<file path="config.mk">
export PLATFORM = sky130hd
export DESIGN_NAME = qrr_sqrt
export DESIGN_NICKNAME = d
export VERILOG_FILES = /design/src/hdl/qrr_pkg.sv /design/src/hdl/qrr_sqrt.sv
export SDC_FILE = /design/constraint.sdc
export NUM_CORES = 2
export LEC_CHECK = 0
export BUFFER_PORTS_ARGS = -buffer_cell sky130_fd_sc_hd__clkbuf_2
export CORE_UTILIZATION = 58
export CTS_CLUSTER_DIAMETER = 80
export CTS_CLUSTER_SIZE = 8
export DETAILED_ROUTE_END_ITERATION = 16
export GPL_TIMING_DRIVEN = 1
export PLACE_DENSITY = 0.77
export SYNTH_ARGS = -nofsm -noshare
export SYNTH_HDL_FRONTEND = slang
export SYNTH_MEMORY_MAX_BITS = 65536
export SYNTH_SLANG_ARGS = --single-unit
</file>
<file path="constraint.sdc">
create_clock -name clk -period 3.2 [get_ports clk]
set_input_delay 0.64 -clock clk [delete_from_list [all_inputs] [get_ports clk]]
set_output_delay 0.64 -clock clk [all_outputs]
set_load 0.05 [all_outputs]
</file>
<file path="src/hdl/qrr_pkg.sv">
// qrr_pkg: shared types and constants for the quadratic real-root pipeline.
// No dependencies.
package qrr_pkg;

  // Width of each root on the result channel (signed fixed point).
  localparam int OUT_WIDTH = 34;

  // Pipeline control handed from the top level to the arithmetic units.
  typedef struct packed {
    logic adv;  // every stage moves one step this cycle
  } pipe_ctl_t;

endpackage

</file>
<file path="src/hdl/qrr_sqrt.sv">
// qrr_sqrt: pipelined floor square root, one result bit per register stage.
// Depends on qrr_pkg (pipe_ctl_t). Carries a sideband word alongside the data.
module qrr_sqrt import qrr_pkg::*; #(
  parameter int XW  = 65,
  parameter int SBW = 1
) (
  input  logic                     clk,
  input  logic                     rst_n,
  input  pipe_ctl_t                ctl,
  input  logic                     in_v,
  input  logic [XW-1:0]            in_x,
  input  logic [SBW-1:0]           in_sb,
  output logic                     out_v,
  output logic [(XW+1)/2-1:0]      out_root,
  output logic [SBW-1:0]           out_sb
);

  localparam int RW  = (XW + 1) / 2;
  localparam int XP  = 2 * RW;
  localparam int RMW = RW + 3;

  logic           v_r    [RW];
  logic [XP-1:0]  x_r    [RW];
  logic [RMW-1:0] rem_r  [RW];
  logic [RW-1:0]  root_r [RW];
  logic [SBW-1:0] sb_r   [RW];

  for (genvar g = 0; g < RW; g++) begin : g_stage
    logic           v_i;
    logic [XP-1:0]  x_i;
    logic [RMW-1:0] rem_i;
    logic [RW-1:0]  root_i;
    logic [SBW-1:0] sb_i;
    logic [RMW-1:0] rem_n;
    logic [RMW-1:0] trial;
    logic           ge;

    if (g == 0) begin : g_first
      assign v_i    = in_v;
      assign x_i    = XP'(in_x);
      assign rem_i  = '0;
      assign root_i = '0;
      assign sb_i   = in_sb;
    end else begin : g_next
      assign v_i    = v_r[g-1];
      assign x_i    = x_r[g-1];
      assign rem_i  = rem_r[g-1];
      assign root_i = root_r[g-1];
      assign sb_i   = sb_r[g-1];
    end

    // Bring down the next bit pair, try to subtract 4*root+1.
    assign rem_n = {rem_i[RMW-3:0], x_i[XP-1 -: 2]};
    assign trial = RMW'({root_i, 2'b01});
    assign ge    = (rem_n >= trial);

    always_ff @(posedge clk) begin
      if (!rst_n) begin
        v_r[g] <= 1'b0;
      end else if (ctl.adv) begin
        v_r[g] <= v_i;
      end
    end

    always_ff @(posedge clk) begin
      if (ctl.adv) begin
        x_r[g]    <= {x_i[XP-3:0], 2'b00};
        rem_r[g]  <= ge ? (rem_n - trial) : rem_n;
        root_r[g] <= {root_i[RW-2:0], ge};
        sb_r[g]   <= sb_i;
      end
    end
  end

  assign out_v    = v_r[RW-1];
  assign out_root = root_r[RW-1];
  assign out_sb   = sb_r[RW-1];

endmodule

</file>
Word level (Yosys, flattened, before mapping):

Memory sizes are Yosys's and may differ from the RTL's.
Index checks and enable logic that the tools add are counted.

* $add $sub $neg: 33
* multipliers: 0
* divide/modulo/power cells: 0
* order comparisons: 33
* eq/ne operators: 0
* shift operators: 0
* multiplexer cells: 71
* bitwise logic cells: 33
* reduce and logical (&&, ||, !) cells: 0

Operators by type and width (number)
* $mux W36: 33
* $ge A36 B35 Y1: 32
* $sub A36 B35 Y36: 32
* $mux W1: 38
* $or A1 B1 Y1: 33
* $sub A1 B1 Y2 const B: 1
* $ge A1 B1 Y1 const B: 1

* flip-flop bits (word level): 0
* bits in latches: 0
* RAM bits: 4455
* memory bits (read-only): 0
* logic and storage cells: 175
* memories kept: 5

Memory list
* x_r: words 33, width 64, rd ports 32, clocked after memory_dff 0, write ports 33, RTL line qrr_sqrt.sv:23 `logic [XP-1:0] x_r [RW];`
* rem_r: words 33, width 36, rd ports 32, clocked after memory_dff 0, write ports 33, RTL line qrr_sqrt.sv:24 `logic [RMW-1:0] rem_r [RW];`
* root_r: words 33, width 33, rd ports 33, clocked after memory_dff 0, write ports 33, RTL line qrr_sqrt.sv:25 `logic [RW-1:0] root_r [RW];`
* sb_r: words 33, width 1, rd ports 33, clocked after memory_dff 0, write ports 33, RTL line qrr_sqrt.sv:26 `logic [SBW-1:0] sb_r [RW];`
* v_r: words 33, width 1, rd ports 33, clocked after memory_dff 0, write ports 33, RTL line qrr_sqrt.sv:22 `logic v_r [RW];`

Depth between registers and ports, before layout:

* word-level depth: 4
* gate-level depth with buffers: 15

Worst setup path before layout:

OpenSTA, ideal clock, no wires.

* kind: reg-to-reg
* from: memory rem_r[0][579] in the netlist's numbering
* to: memory rem_r[0][645] in the netlist's numbering (data pin)
* library setup time: 0.271 ns
* data arrival time: 2.948 ns
* data required time: 2.929 ns
* slack: -0.019 ns
* stages on the path, launching flop included: 11
* cells stage by stage: edfxtp_1 -> ha_1 -> a21o_1 -> a21o_1 -> a21o_1 -> a221o_1 -> a31o_2 -> a221o_1 -> a211oi_2 -> nor4bb_1 -> xor2_1

RTL lines (RTL line)
* start: declaration: qrr_sqrt.sv:24

==> key figures <==
Run status
  • Status: finished with violations
  • Failing checks: setup timing

Worst setup path
  • CP Max Fanout: 6
  • Most used cell along the critical path: or4_4
  • Critical path required time: 3.89 ns
  • Critical path type: reg -> reg
  • RR Endpoint: rem_r[0][449]
  • R2r startpoint: root_r[0][374]
  • Worst-path cell chain: inv_1 -> ha_2 -> or3_4 -> or4_4 -> or4_4 -> nor4_4 -> o21a_1 -> a21boi_4 -> buf_4 -> a31o_4 -> nor3_4 -> xor2_1
  • FF-to-FF path depth: 12
  • Stages on the worst setup path: 12
  • Crit end category: register
  • Crit path buf inv count: 2
  • CP arrival: 4.06 ns
  • Slowest-stage cell, CP: or4_4
  • Crit-path max cell delay: 0.46 ns
  • Startpoint Class: register
  • CP top delay family: simple AND/OR/NAND/NOR gates
  • R2R setup slack: -0.17 ns

Cells and area
  • Ant. Diodes: 0
  • Area Growth Syn to Fin: 20.9%
  • Fin area: 0.153 sq mm
  • Final #Nets: 11805
  • Core Util, Final: 70.8%
  • Fraction of layout cells with a size suffix above 1: 19.4%
  • Fillers: 14120

Timing
  • RSZ-0062 raised after global routing: true
  • Period utilization: 105%
  • Final WS setup: -0.170 ns
  • Fmax: 297 MHz
  • Slew headroom: 45.2%
  • Sum of negative setup slack: -3.41 ns
  • Clk_skew: 0.0690 ns
  • Least-Margin Pin Slew: 0.814 ns
  • Final setup viols: 64
  • Min cycle time layout: 3.37 ns
  • Final count of pins violating max slew: 0
  • Hold Vio Cnt, Final: 0
  • Hold WS: 0.183 ns

GRT
  • Grt ovf: 0
  • Global-route wire length before repair: 428 mm
  • Largest net degree at the start of global routing: 120
  • Initial antenna violation count: 0
  • Vias in the first global route: 81095
  • Global Route Usage Sum: 24.5%

Hold path
  • Hold Startpoint: ctl
  • Hold Path End: x_r[0][251]
  • Hold path cells: 1
  • HP Class: in -> reg

Synthesis
  • Post-synthesis simple-gate area fraction: 10.0%
  • Yosys cell types: 97
  • Area share of fa/ha/maj cells after synthesis: 5.89%
  • Most common flop cell mapped by yosys: edfxtp_1
  • Post-Syn Nets: 10406
  • Mux share of post-synthesis cell area: 0.766%
  • Netlist Area Pre-Place: 0.126 sq mm
  • Avg Cell Area, Syn: 13.0 sq um
  • Number of synthesized flops with an enable pin: 2714
  • Post-synth ARST share: 0%
  • Syn Inst Count: 9742
  • Synth Register Bits: 2715
  • Register area share after synthesis: 64.6%
  • Post-Synth XOR/XNOR Area: 6.04%
  • YS warnings: 0
  • Largest family of logic cells by synthesized area: simple AND/OR/NAND/NOR gates
  • Synth Area in Compound Gates: 9.78%

Floorplanning
  • Starting Density: 58.6%
  • Core Area: 0.215 sq mm
  • Num rows: 170
  • IO Pins: 105
  • DIE AREA: 0.219 sq mm
  • Die width: 468 microns
  • Die H: 468 microns

Detailed routing
  • 1st-iter DRT viols: 6108
  • Total Wirelength: 278 mm
  • Final ANT Viol Nets: 0
  • Via Count: 81227
  • Post-DR vias/cell: 5.80
  • DRT Pass-1 Iters: 8
  • WL/cell: 19.8 microns
  • Remaining DRCs: 0

Clock tree
  • # clock sinks: 2715
  • Root buffer cell: clkbuf_16
  • Clock Tree Buf Depth: 4
  • H-tree depth: 5
  • Reg clk slew, reported paths: 0.05 ns
  • Worst-Skew Late Latency: 1.00 ns
  • CTS tree: yes
  • Num CTS Buffers: 390

Pwr
  • Lkg Pwr: 59.8 nW
  • Cell Pwr Density: 717 mW/mm^2
  • VDD IR-drop max: 696 uV
  • Tot Pwr: 109 mW

Placed design
  • Number of I/O port buffers: 104
  • Detailed Place HPWL: 190 mm
  • Gp weighted congestion: 0.941
  • DP Area: 0.137 sq mm

Flow run
  • Number of max-cap violations: 0
## cell usage after synthesis, types with 51 or more instances
cell | instances | area (sq um)
or4_1 | 57 | 428
o31ai_1 | 70 | 526
nor4_1 | 126 | 788
nor3_1 | 247 | 1240
a31oi_1 | 51 | 319
edfxtp_1 | 2714 | 81500
clkbuf_1 | 167 | 627
nand2_1 | 628 | 2360
nand2b_1 | 110 | 688
xor2_1 | 427 | 3740
a21o_1 | 262 | 1970
nor2b_1 | 92 | 576
and3_1 | 90 | 563
o21ai_0 | 495 | 2480
o21a_1 | 97 | 728
xnor2_1 | 444 | 3890
nand3_1 | 156 | 781
o21bai_1 | 57 | 428
a21oi_1 | 633 | 3170
nand4_1 | 112 | 701
ha_1 | 594 | 7430
or3_1 | 127 | 795
inv_1 | 749 | 2810
mux2_2 | 77 | 867
nor2_1 | 589 | 2210
## routing by layer
layer	global-route usage (%)	part of all wire [%]
met1	30.8	41
met2	43.3	51
met3	3.54	4.8
met4	8.55	3.2
met5	0	0
## registers in the layout, summed over array words and instances (netlist names)
signal / cells
x_r: 1056
rem_r: 1032
root_r: 561
sb_r: 33
v_r: 33
## stage by stage
step | setup WS, ns | instances
2_1_floorplan | 0.000256 | 9742
3_3_place_gp | -0.277 | 13392
3_5_place_dp | -0.290 | 13392
4_1_cts | -0.148 | 13914
5_1_grt | -0.232 | 14012
6_report | -0.170 | 14012
## where the power goes
group,switching (mW),leakage [nW],internal [mW]
Sequential,3.07,26.2,45.1
Combinational,14.2,28.7,11.9
Clock,13.8,4.93,21.4
## cells by family (layout without fill, tap and decap cells)
| logic type | after synthesis | in the layout |
|---|---|---|
| AOI/OAI and AO/OA | 1987 | 1989 |
| xor gates and xnor gates | 871 | 871 |
| adders and majority gates | 594 | 594 |
| buffers and inverters | 962 | 2391 |
| DFF | 2715 | 2715 |
| muxes | 87 | 87 |
| other | 1 | 1 |
| and+or+nand+nor | 2525 | 2526 |
## worst max-delay path by stage
stage,from,slack [ns],end
after global placement,rem_r[0][1044],-0.28,rem_r[0][1113]
after floorplan,rem_r[0][407],0.0003,rem_r[0][463]
after CTS,rem_r[0][864],-0.15,rem_r[0][911]
after detailed placement,rem_r[0][685],-0.29,rem_r[0][747]
after global routing,rem_r[0][407],-0.23,rem_r[0][465]
final,root_r[0][374],-0.17,rem_r[0][449]
## final cells by class
| cell class | instances | area, sq um | area share (%) |
|---|---|---|---|
| clock inverters | 16 | 204 | 0.134 |
| multi-input cells | 6068 | 44300 | 29.1 |
| repair buffers | 1213 | 10300 | 6.77 |
| flip-flops and latches | 2715 | 81500 | 53.4 |
| inverters | 753 | 2840 | 1.86 |
| clock buffers | 409 | 9850 | 6.45 |
| well taps | 2838 | 3550 | 2.33 |
## worst reg2reg max path, stage by stage (launching register included)
cell	delay, ns
edfxtp_1	0.37
inv_1	0.06
ha_2	0.18
or3_4	0.32
or4_4	0.43
or4_4	0.46
nor4_4	0.29
o21a_1	0.17
a21boi_4	0.32
buf_4	0.18
a31o_4	0.15
nor3_4	0.05
xor2_1	0.14
## placed cells by master (no fill, tap or decap), types with 71 or more instances in the layout
| master | netlist | routed |
|---|---|---|
| mux2_2 | 77 | 71 |
| or3_1 | 127 | 110 |
| a21oi_1 | 633 | 580 |
| nand3_1 | 156 | 143 |
| buf_4 | 3 | 916 |
| o21ai_0 | 495 | 428 |
| nor2b_1 | 92 | 87 |
| nand4_1 | 112 | 112 |
| a21o_1 | 262 | 262 |
| nor3_1 | 247 | 203 |
| inv_1 | 749 | 741 |
| nand2_1 | 628 | 619 |
| nor4_1 | 126 | 83 |
| ha_1 | 594 | 554 |
| nor2_1 | 589 | 525 |
| and3_1 | 90 | 89 |
| o21a_1 | 97 | 94 |
| xnor2_1 | 444 | 436 |
| clkbuf_2 | 1 | 103 |
| xor2_1 | 427 | 423 |
| nand2b_1 | 110 | 107 |
| edfxtp_1 | 2714 | 2714 |
| clkbuf_16 | 0 | 402 |
## what timing repair did
action	CTS	global route
hold endpoints to repair	67	0
resized for setup	154	600
hold buffers	67	0
setup endpoints to repair	347	651
setup buffers	26	92
cloned	5	16
pin swaps	37	144
Note: power is estimated with default switching activity, not from simulation.
